## config.mk

```make
export PLATFORM = sky130hd
export DESIGN_NAME = sprite_animation_sequencer
export DESIGN_NICKNAME = d
export VERILOG_FILES = /design/src/rtl/sas_pkg.sv /design/src/rtl/sas_div.sv /design/src/rtl/sprite_animation_sequencer.sv
export VERILOG_INCLUDE_DIRS = /design/src /design/src/rtl
export SDC_FILE = /design/constraint.sdc
export NUM_CORES = 2
export LEC_CHECK = 0
export CAP_MARGIN = 10
export CORE_ASPECT_RATIO = 0.8
export CORE_MARGIN = 3
export CORE_UTILIZATION = 40
export DETAILED_ROUTE_END_ITERATION = 10
export DONT_BUFFER_PORTS = 1
export SETUP_SLACK_MARGIN = 0.3
export SYNTH_ARGS = -nofsm -noshare
export SYNTH_HDL_FRONTEND = slang
export SYNTH_SLANG_ARGS = --single-unit
```

## constraint.sdc

```tcl
create_clock -name clk -period 14 [get_ports clk]
set_input_delay 2.8 -clock clk [delete_from_list [all_inputs] [get_ports clk]]
set_output_delay 2.8 -clock clk [all_outputs]
set_load 0.01 [all_outputs]
```

## src/rtl/sprite_animation_sequencer_defines.svh

```systemverilog
// Assertion macros shared by the sprite animation sequencer RTL.
`ifndef SPRITE_ANIMATION_SEQUENCER_DEFINES_SVH
`define SPRITE_ANIMATION_SEQUENCER_DEFINES_SVH
`ifndef ASSERT_OFF
// Checks a property on every clock edge outside reset.
`define SAS_ASSERT(lbl, prop, msg) \
  lbl: assert property (@(posedge clk) disable iff (rst) prop) else $error(msg);
// Checks that a condition holds in the cycle after a trigger.
`define SAS_ASSERT_NEXT(lbl, pre, post, msg) \
  lbl: assert property (@(posedge clk) disable iff (rst) (pre) |=> (post)) else $error(msg);
`else
`define SAS_ASSERT(lbl, prop, msg)
`define SAS_ASSERT_NEXT(lbl, pre, post, msg)
`endif
`endif

```

## src/rtl/sas_pkg.sv

```systemverilog
// Types, constants and codes shared by the sprite animation sequencer.
package sas_pkg;

  // Sequence table geometry.
  localparam int SEQUENCE_DEPTH = 64;
  localparam int FRAME_BITS     = 12;
  localparam int SEQ_IDX_W      = $clog2(SEQUENCE_DEPTH);
  localparam int SEQ_CNT_W      = $clog2(SEQUENCE_DEPTH + 1);

  // Register and arithmetic widths.
  localparam int CFG_W      = 13;
  localparam int Q_W        = 16;
  localparam int COORD_W    = 17;
  localparam int DIV_STEP_W = $clog2(Q_W + 1);
  localparam int PIX_W      = FRAME_BITS + 1 + CFG_W;

  localparam logic [COORD_W-1:0] ONE_Q16 = COORD_W'(65536);

  // Action codes.
  localparam logic [2:0] ACT_TICK  = 3'd0;
  localparam logic [2:0] ACT_LOAD  = 3'd1;
  localparam logic [2:0] ACT_START = 3'd2;
  localparam logic [2:0] ACT_STOP  = 3'd3;
  localparam logic [2:0] ACT_SET   = 3'd4;

  // Configuration register indexes.
  localparam logic [1:0] REG_TEX_W  = 2'd0;
  localparam logic [1:0] REG_TEX_H  = 2'd1;
  localparam logic [1:0] REG_TILE_W = 2'd2;
  localparam logic [1:0] REG_TILE_H = 2'd3;

  // Configuration reset values.
  localparam logic [CFG_W-1:0] TEX_W_RST  = CFG_W'(256);
  localparam logic [CFG_W-1:0] TEX_H_RST  = CFG_W'(256);
  localparam logic [CFG_W-1:0] TILE_W_RST = CFG_W'(16);
  localparam logic [CFG_W-1:0] TILE_H_RST = CFG_W'(16);

  // One input beat.
  typedef struct packed {
    logic [2:0]  action;
    logic [19:0] time_delta;
    logic [11:0] frame_number;
    logic [19:0] frame_period;
    logic        loop_enable;
  } sas_in_t;

  // One output beat.
  typedef struct packed {
    logic [16:0] u_left;
    logic [16:0] v_top;
    logic [16:0] u_right;
    logic [16:0] v_bottom;
    logic [11:0] shown_frame_out;
    logic        is_playing;
    logic [6:0]  entries_loaded;
  } sas_out_t;

  // Divider request: remainder seed, left-aligned numerator bits, step count.
  typedef struct packed {
    logic                  start;
    logic [CFG_W-1:0]      den;
    logic [CFG_W-1:0]      rem_init;
    logic [Q_W-1:0]        num;
    logic [DIV_STEP_W-1:0] steps;
  } div_req_t;

  // Divider response; quotient and remainder hold after done.
  typedef struct packed {
    logic             done;
    logic [Q_W-1:0]   quo;
    logic [CFG_W-1:0] rem;
  } div_rsp_t;

endpackage

```

## src/rtl/sas_div.sv

```systemverilog
// Shared restoring divider, one quotient bit per cycle.
module sas_div import sas_pkg::*; (
  input  logic     clk,
  input  logic     rst,
  input  div_req_t req,
  output div_rsp_t rsp
);

  logic                  busy;
  logic                  done;
  logic [DIV_STEP_W-1:0] cnt;
  logic [CFG_W-1:0]      den;
  logic [CFG_W-1:0]      rem;
  logic [Q_W-1:0]        num;
  logic [Q_W-1:0]        quo;
  logic [CFG_W:0]        trial;
  logic                  ge;

  // Trial subtraction of the shifted partial remainder.
  assign trial = {rem, num[Q_W-1]};
  assign ge    = trial >= {1'b0, den};

  // Step control.
  always_ff @(posedge clk) begin
    if (rst) begin
      busy <= 1'b0;
      done <= 1'b0;
      cnt  <= '0;
    end else begin
      done <= 1'b0;
      if (req.start) begin
        busy <= 1'b1;
        cnt  <= req.steps;
      end else if (busy) begin
        cnt <= cnt - DIV_STEP_W'(1);
        if (cnt == DIV_STEP_W'(1)) begin
          busy <= 1'b0;
          done <= 1'b1;
        end
      end
    end
  end

  // Datapath registers.
  always_ff @(posedge clk) begin
    if (req.start) begin
      rem <= req.rem_init;
      num <= req.num;
      den <= req.den;
      quo <= '0;
    end else if (busy) begin
      rem <= ge ? CFG_W'(trial - {1'b0, den}) : trial[CFG_W-1:0];
      num <= {num[Q_W-2:0], 1'b0};
      quo <= {quo[Q_W-2:0], ge};
    end
  end

  assign rsp.done = done;
  assign rsp.quo  = quo;
  assign rsp.rem  = rem;

endmodule

```

## src/rtl/sprite_animation_sequencer.sv

```systemverilog
// Sprite-sheet animation player: one result beat for every input beat.
// Each accepted beat runs the divisions giving tiles per row and row and column, then a
// multiply and a division per coordinate through the shared divider, or a saturated value
// (the left edge never saturates), then the output register; a playing tick first checks the
// period and an advancing tick reads the table. No new beat is taken until the last is done.
// Synchronous reset clears playback state and loads the default sheet geometry.
`include "sprite_animation_sequencer_defines.svh"

module sprite_animation_sequencer import sas_pkg::*; (
  input  logic             clk,
  input  logic             rst,
  input  logic             in_valid,
  output logic             in_ready,
  input  sas_in_t          in_data,
  output logic             out_valid,
  input  logic             out_ready,
  output sas_out_t         out_data,
  input  logic             cfg_we,
  input  logic [1:0]       cfg_index,
  input  logic [CFG_W-1:0] cfg_data
);

  typedef enum logic [3:0] {
    S_IDLE, S_TICK, S_RD, S_SHOW, S_COLS, S_COLS_W, S_ROW, S_ROW_W,
    S_MUL, S_FRAC, S_FRAC_W, S_OUT
  } state_t;

  state_t state;

  // Configuration registers.
  logic [CFG_W-1:0] tex_w;
  logic [CFG_W-1:0] tex_h;
  logic [CFG_W-1:0] tile_w;
  logic [CFG_W-1:0] tile_h;

  // Playback state.
  logic                  playing;
  logic                  loop_flag;
  logic [20:0]           elapsed;
  logic [19:0]           period;
  logic [SEQ_IDX_W-1:0]  pos;
  logic [SEQ_CNT_W-1:0]  count;
  logic [FRAME_BITS-1:0] shown;

  // Coordinate datapath.
  logic [CFG_W-1:0]      cols;
  logic [FRAME_BITS-1:0] col;
  logic [FRAME_BITS-1:0] row;
  logic [1:0]            k;
  logic [PIX_W-1:0]      pix;
  logic [COORD_W-1:0]    coord [4];

  // Sequence table memory.
  logic [FRAME_BITS-1:0] seq_mem [SEQUENCE_DEPTH];
  logic [FRAME_BITS-1:0] rd_data;
  logic                  mem_we;

  div_req_t div_req;
  div_rsp_t div_rsp;

  logic [CFG_W-1:0]  sw, sh, tw, th;
  logic [CFG_W-1:0]  size, extent;
  logic [FRAME_BITS:0] base;
  logic [21:0]       tick_sum;
  logic [20:0]       tick_sat;
  logic              tick_go;
  logic              load_ok;
  logic              pos_more;
  logic              frac_sat;
  logic              accept;

  assign accept   = in_valid && in_ready;
  assign in_ready = (state == S_IDLE);

  // Zero-valued registers act as one.
  assign sw = (tex_w  == '0) ? CFG_W'(1) : tex_w;
  assign sh = (tex_h  == '0) ? CFG_W'(1) : tex_h;
  assign tw = (tile_w == '0) ? CFG_W'(1) : tile_w;
  assign th = (tile_h == '0) ? CFG_W'(1) : tile_h;

  // Saturating accumulation of tick time.
  assign tick_go  = playing && (count != '0);
  assign tick_sum = {1'b0, elapsed} + 22'(in_data.time_delta);
  assign tick_sat = tick_sum[21] ? '1 : tick_sum[20:0];
  assign pos_more = (SEQ_CNT_W'(pos) + SEQ_CNT_W'(1)) < count;
  assign load_ok  = !playing && (count < SEQ_CNT_W'(SEQUENCE_DEPTH));
  assign mem_we   = accept && (in_data.action == ACT_LOAD) && load_ok;

  // Operands of the shared multiplier: the k index picks axis and edge.
  assign base     = {1'b0, (k[0] ? row : col)} + (FRAME_BITS + 1)'(k[1]);
  assign size     = k[0] ? th : tw;
  assign extent   = k[0] ? sh : sw;
  assign frac_sat = pix >= PIX_W'(extent);

  // Table write on load and registered read at the current position.
  always_ff @(posedge clk) begin
    if (mem_we) begin
      seq_mem[count[SEQ_IDX_W-1:0]] <= FRAME_BITS'(in_data.frame_number);
    end
    rd_data <= seq_mem[pos];
  end

  // Divider request selection.
  always_comb begin
    div_req          = '0;
    div_req.den      = cols;
    div_req.rem_init = '0;
    div_req.num      = Q_W'(shown) << (Q_W - FRAME_BITS);
    div_req.steps    = DIV_STEP_W'(FRAME_BITS);
    case (state)
      S_COLS: begin
        div_req.start = 1'b1;
        div_req.den   = tw;
        div_req.num   = Q_W'(sw) << (Q_W - CFG_W);
        div_req.steps = DIV_STEP_W'(CFG_W);
      end
      S_ROW: begin
        div_req.start = 1'b1;
      end
      S_FRAC: begin
        div_req.start    = !frac_sat;
        div_req.den      = extent;
        div_req.rem_init = pix[CFG_W-1:0];
        div_req.num      = '0;
        div_req.steps    = DIV_STEP_W'(Q_W);
      end
      default: begin
        div_req.start = 1'b0;
      end
    endcase
  end

  sas_div u_div (
    .clk (clk),
    .rst (rst),
    .req (div_req),
    .rsp (div_rsp)
  );

  // Configuration writes.
  always_ff @(posedge clk) begin
    if (rst) begin
      tex_w  <= TEX_W_RST;
      tex_h  <= TEX_H_RST;
      tile_w <= TILE_W_RST;
      tile_h <= TILE_H_RST;
    end else if (cfg_we) begin
      unique case (cfg_index)
        REG_TEX_W:  tex_w  <= cfg_data;
        REG_TEX_H:  tex_h  <= cfg_data;
        REG_TILE_W: tile_w <= cfg_data;
        REG_TILE_H: tile_h <= cfg_data;
        default:    tex_w  <= tex_w;
      endcase
    end
  end

  // Sequencer: action, tick advance, coordinate divisions and output beat.
  always_ff @(posedge clk) begin
    if (rst) begin
      state     <= S_IDLE;
      playing   <= 1'b0;
      loop_flag <= 1'b0;
      elapsed   <= '0;
      period    <= 20'd1;
      pos       <= '0;
      count     <= '0;
      shown     <= '0;
      out_valid <= 1'b0;
    end else begin
      // A taken result clears, unless the output state loads the next one.
      if (out_ready && state != S_OUT) begin
        out_valid <= 1'b0;
      end
      unique case (state)
        S_IDLE: begin
          if (in_valid) begin
            state <= (in_data.action == ACT_TICK && tick_go) ? S_TICK : S_COLS;
            case (in_data.action)
              ACT_TICK: begin
                if (tick_go) begin
                  elapsed <= tick_sat;
                end
              end
              ACT_LOAD: begin
                if (load_ok) begin
                  count <= count + SEQ_CNT_W'(1);
                end
              end
              ACT_START: begin
                if (!playing) begin
                  playing   <= 1'b1;
                  elapsed   <= '0;
                  loop_flag <= in_data.loop_enable;
                  period    <= in_data.frame_period;
                  pos       <= '0;
                end
              end
              ACT_STOP: begin
                playing <= 1'b0;
                count   <= '0;
                pos     <= '0;
              end
              ACT_SET: begin
                shown <= FRAME_BITS'(in_data.frame_number);
              end
              default: begin
                shown <= shown;
              end
            endcase
          end
        end
        S_TICK: begin
          if (elapsed > {1'b0, period}) begin
            elapsed <= elapsed - {1'b0, period};
            if (pos_more) begin
              pos   <= pos + SEQ_IDX_W'(1);
              state <= S_RD;
            end else begin
              pos <= '0;
              if (loop_flag) begin
                state <= S_RD;
              end else begin
                playing <= 1'b0;
                count   <= '0;
                state   <= S_COLS;
              end
            end
          end else begin
            state <= S_COLS;
          end
        end
        S_RD: begin
          state <= S_SHOW;
        end
        S_SHOW: begin
          shown <= rd_data;
          state <= S_COLS;
        end
        S_COLS: begin
          state <= S_COLS_W;
        end
        S_COLS_W: begin
          if (div_rsp.done) begin
            cols  <= (div_rsp.quo == '0) ? CFG_W'(1) : CFG_W'(div_rsp.quo);
            state <= S_ROW;
          end
        end
        S_ROW: begin
          state <= S_ROW_W;
        end
        S_ROW_W: begin
          if (div_rsp.done) begin
            row   <= FRAME_BITS'(div_rsp.quo);
            col   <= FRAME_BITS'(div_rsp.rem);
            k     <= '0;
            state <= S_MUL;
          end
        end
        S_MUL: begin
          pix   <= PIX_W'(base) * PIX_W'(size);
          state <= S_FRAC;
        end
        S_FRAC: begin
          if (frac_sat) begin
            coord[k] <= ONE_Q16;
            k        <= k + 2'd1;
            state    <= (k == 2'd3) ? S_OUT : S_MUL;
          end else begin
            state <= S_FRAC_W;
          end
        end
        S_FRAC_W: begin
          if (div_rsp.done) begin
            coord[k] <= COORD_W'(div_rsp.quo);
            k        <= k + 2'd1;
            state    <= (k == 2'd3) ? S_OUT : S_MUL;
          end
        end
        S_OUT: begin
          if (!out_valid || out_ready) begin
            out_valid                <= 1'b1;
            out_data.u_left          <= coord[0];
            out_data.v_top           <= coord[1];
            out_data.u_right         <= coord[2];
            out_data.v_bottom        <= coord[3];
            out_data.shown_frame_out <= 12'(shown);
            out_data.is_playing      <= playing;
            out_data.entries_loaded  <= 7'(count);
            state                    <= S_IDLE;
          end
        end
        default: begin
          state <= S_IDLE;
        end
      endcase
    end
  end

  // The fill count never passes the table depth.
  `SAS_ASSERT(a_count_bound, count <= SEQ_CNT_W'(SEQUENCE_DEPTH), "table count overflow")
  // While playing a filled table, the position stays inside the loaded entries.
  `SAS_ASSERT(a_pos_in_table, (playing && count != '0) |-> (SEQ_CNT_W'(pos) < count), "position past loaded entries")
  // A divider result only arrives while the sequencer waits for one.
  `SAS_ASSERT(a_div_done_waited, div_rsp.done |-> (state == S_COLS_W || state == S_ROW_W || state == S_FRAC_W), "unexpected divider result")
  // An accepted beat always leaves the idle state.
  `SAS_ASSERT_NEXT(a_accept_busy, in_valid && in_ready, state != S_IDLE, "accepted beat not processed")

endmodule

```

==> reports/metrics.cfg <==
[timing]
period_share=0.6207
final.setup.tns_ps=0
finClkSkew_ps=30.58
post-route-min-period_ps=8690
drv_slew=0
hold_violations=0
setup_viol=0
worst_slew_pin_slew_ps=1245
slew_headroom=0.1671
rsz0062_at_grt=false
max_freq_mhz=115.1

[setup_path]
cp.arrival_ps=9140
crit_cells=28
reg2reg_to=pix[24]$_DFFE_PP_
path_buf_inv=6
cp-end-kind=flop
critPathTopFamily=adder cells
cp_max_fo=51
max_stage_delay_ps=840
start_kind=flop
cpMaxStageDelayCell=xor2_1
worstSetupStartpoint=k[0]$_SDFFCE_PP0P_
crit_end=pix[24]$_DFFE_PP_
r2r_start=k[0]$_SDFFCE_PP0P_
r2r_slack_ps=5310
critical_path_required_ps=14450
crit_path_frequent_cell=fa_1
crit_type=reg -> reg
rr_worst_depth=28

[detailed_routing]
drt_iter0_markers=2747
dr.pass1.iters=5
drtAntennaViolNets=0
drt_wl_total_um=132800
drc=0
post_drt_wl_per_cell_um=24.11
vias=30260
vias_per_cell=5.492

[yosys]
ys_seq_area_frac=0.6299
async_flop_share=0
syn-cell-area_um2=54090
syn-instance-count=3616
synth_edf_count=1028
syn_avg_cell_area_um2=14.96
synth_nets=3970
yosys_warnings=0
synth_cell_types=77
ys.flop_type=edfxtp_1
ys_ff_latch=1188

[cts]
postCtsSetupBuffers=0
numCtsBuffers=109
cts_tree=yes
hold_buffers=0
clk_pin_slew_worst_paths_ps=60
cts_buffer_depth=3
clk_root_buffer_cell=clkbuf_16
numClockSinks=1188
h-tree-depth=3
cts-resized-gates=0
clk_latency_ps=710

[global_routing]
gr-total-overflow=0
grt_pass1_vias=29430
grt_max_degree=117
grt_pass1_wl_um=198100
antenna_found_initial=1
grt_usage=0.1895

[floorplanning]
die_h_um=334.9
coreArea_um2=134100
start_util=0.4034
pin_count=166
die_area_um2=139700
die_x_um=417.1
rows=120

[power]
p_sw_mw=1.887
leakagePower_nw=19.97
p_seq_frac=0.508
power_mw=7.873
p_int_mw=5.986
p_clk_frac=0.382
powerDensity_nw_per_um2=131.5
switching_share=0.2397
vdd_drop_max_mv=0.09594
p_comb_frac=0.110

[place]
place.gp.congestion=0.8665
port_buffers=0
hpwl_um=89270

[final_layout]
final_common_cell=edfxtp_1
antenna_cells=0
drive_above_1_share=0.1430
num-nets-final=4001
area_growth_pct=10.72
final_util=0.4467
mostFrequentLayoutCells=1028 x edfxtp_1, 333 x nand2_1, 267 x nor2_1, 252 x mux4_2, 239 x inv_1

[worst_hold_path]
whs_path_depth=0
hold_class=reg -> reg

[run]
drv_cap=0

[run_status]
status=complete, no violations

-- power by group through the flow --
stage | logic, mW | clock network, mW | registers [mW]
floorplan | 0.696 | 0 | 4.04
finish | 0.865 | 3.01 | 4.00
global placement | 0.852 | 0 | 4.07
CTS | 0.862 | 3.07 | 4.00
global route | 0.976 | 3.22 | 4.00
detailed placement | 0.856 | 0 | 4.07
-- cell type report --
class / count / area [um2]
fill: 11780 / 74190
sequential: 1188 / 34080
multi-input combinational: 2027 / 18480
clock buffer: 125 / 2809
tap: 1769 / 2213
inverter: 242 / 914.6
clock inverter: 79 / 775.7
timing repair buffer: 79 / 619.3
-- cells by family (layout without fill, tap and decap cells) --
group,count (synthesis),after routing,synth area share
adder cells (fa/ha/maj),278,278,0.08151
XOR/XNOR,81,81,0.01312
buffers and inverters,401,525,0.02917
AO/OA/AOI/OAI,476,476,0.05591
AND/OR/NAND/NOR,865,865,0.07122
multiplexers,327,327,0.1192
flip-flops,1188,1188,0.6299
-- worst reg2reg max path, delay by kind of cell (launching register included) --
family | cells | cell delay (ps)
XOR/XNOR | 2 | 1000
adder cells (fa/ha/maj) | 7 | 2780
buffers and inverters | 6 | 1090
AND/OR/NAND/NOR | 7 | 1650
multiplexers | 1 | 270
flip-flops | 1 | 320
AO/OA/AOI/OAI | 5 | 1330
-- worst min path at each step --
stage,startpoint,end,slack (ps)
final,coord[3][10]$_DFFE_PP_,out_data[30]$_DFFE_PP_,420
after floorplan,coord[3][0]$_DFFE_PP_,out_data[20]$_DFFE_PP_,400
after detailed placement,coord[3][10]$_DFFE_PP_,out_data[30]$_DFFE_PP_,400
after CTS,coord[0][5]$_DFFE_PP_,out_data[76]$_DFFE_PP_,420
after global placement,coord[1][10]$_DFFE_PP_,out_data[64]$_DFFE_PP_,400
after global routing,coord[2][6]$_DFFE_PP_,out_data[43]$_DFFE_PP_,420
-- state kept, by name, indices dropped and copies added (netlist names), 16 cells and up --
register	cells
seq_mem	768
out_data	88
coord	68
pix	26
elapsed	21
period	20
u_div.quo	16
-- Yosys cell counts, drive strengths merged (64+ instances only) --
master,instances,share of area
fa,124,0.046
and2,64,0.0074
inv,240,0.017
edfxtp,1028,0.57
nand2,333,0.023
clkbuf,116,0.0080
nor2,268,0.019
dfxtp,160,0.059
ha,154,0.036
o21ai,104,0.0097
a21oi,157,0.015
mux4,252,0.10
-- metal layers --
layer  vias up  track usage  wire (um)
li1      13640            -          -
met1     15510       0.2836      60670
met2       950       0.2901      60830
met3       155      0.03283       8887
met4         0      0.04209       2414
met5         -            0          0
-- per-stage QoR --
stage	area (um2)	instances	worst slack, ps	hold WS, ps
floorplan	54090	3616	919.1	400.3
global placement	56200	5294	5523	401.9
detailed placement	56200	5294	5412	404.5
CTS	59780	5498	5389	416.8
global route	59890	5509	4631	423.1
finish	59890	5509	5310	417.9
Power figures use the tool's default switching activity.
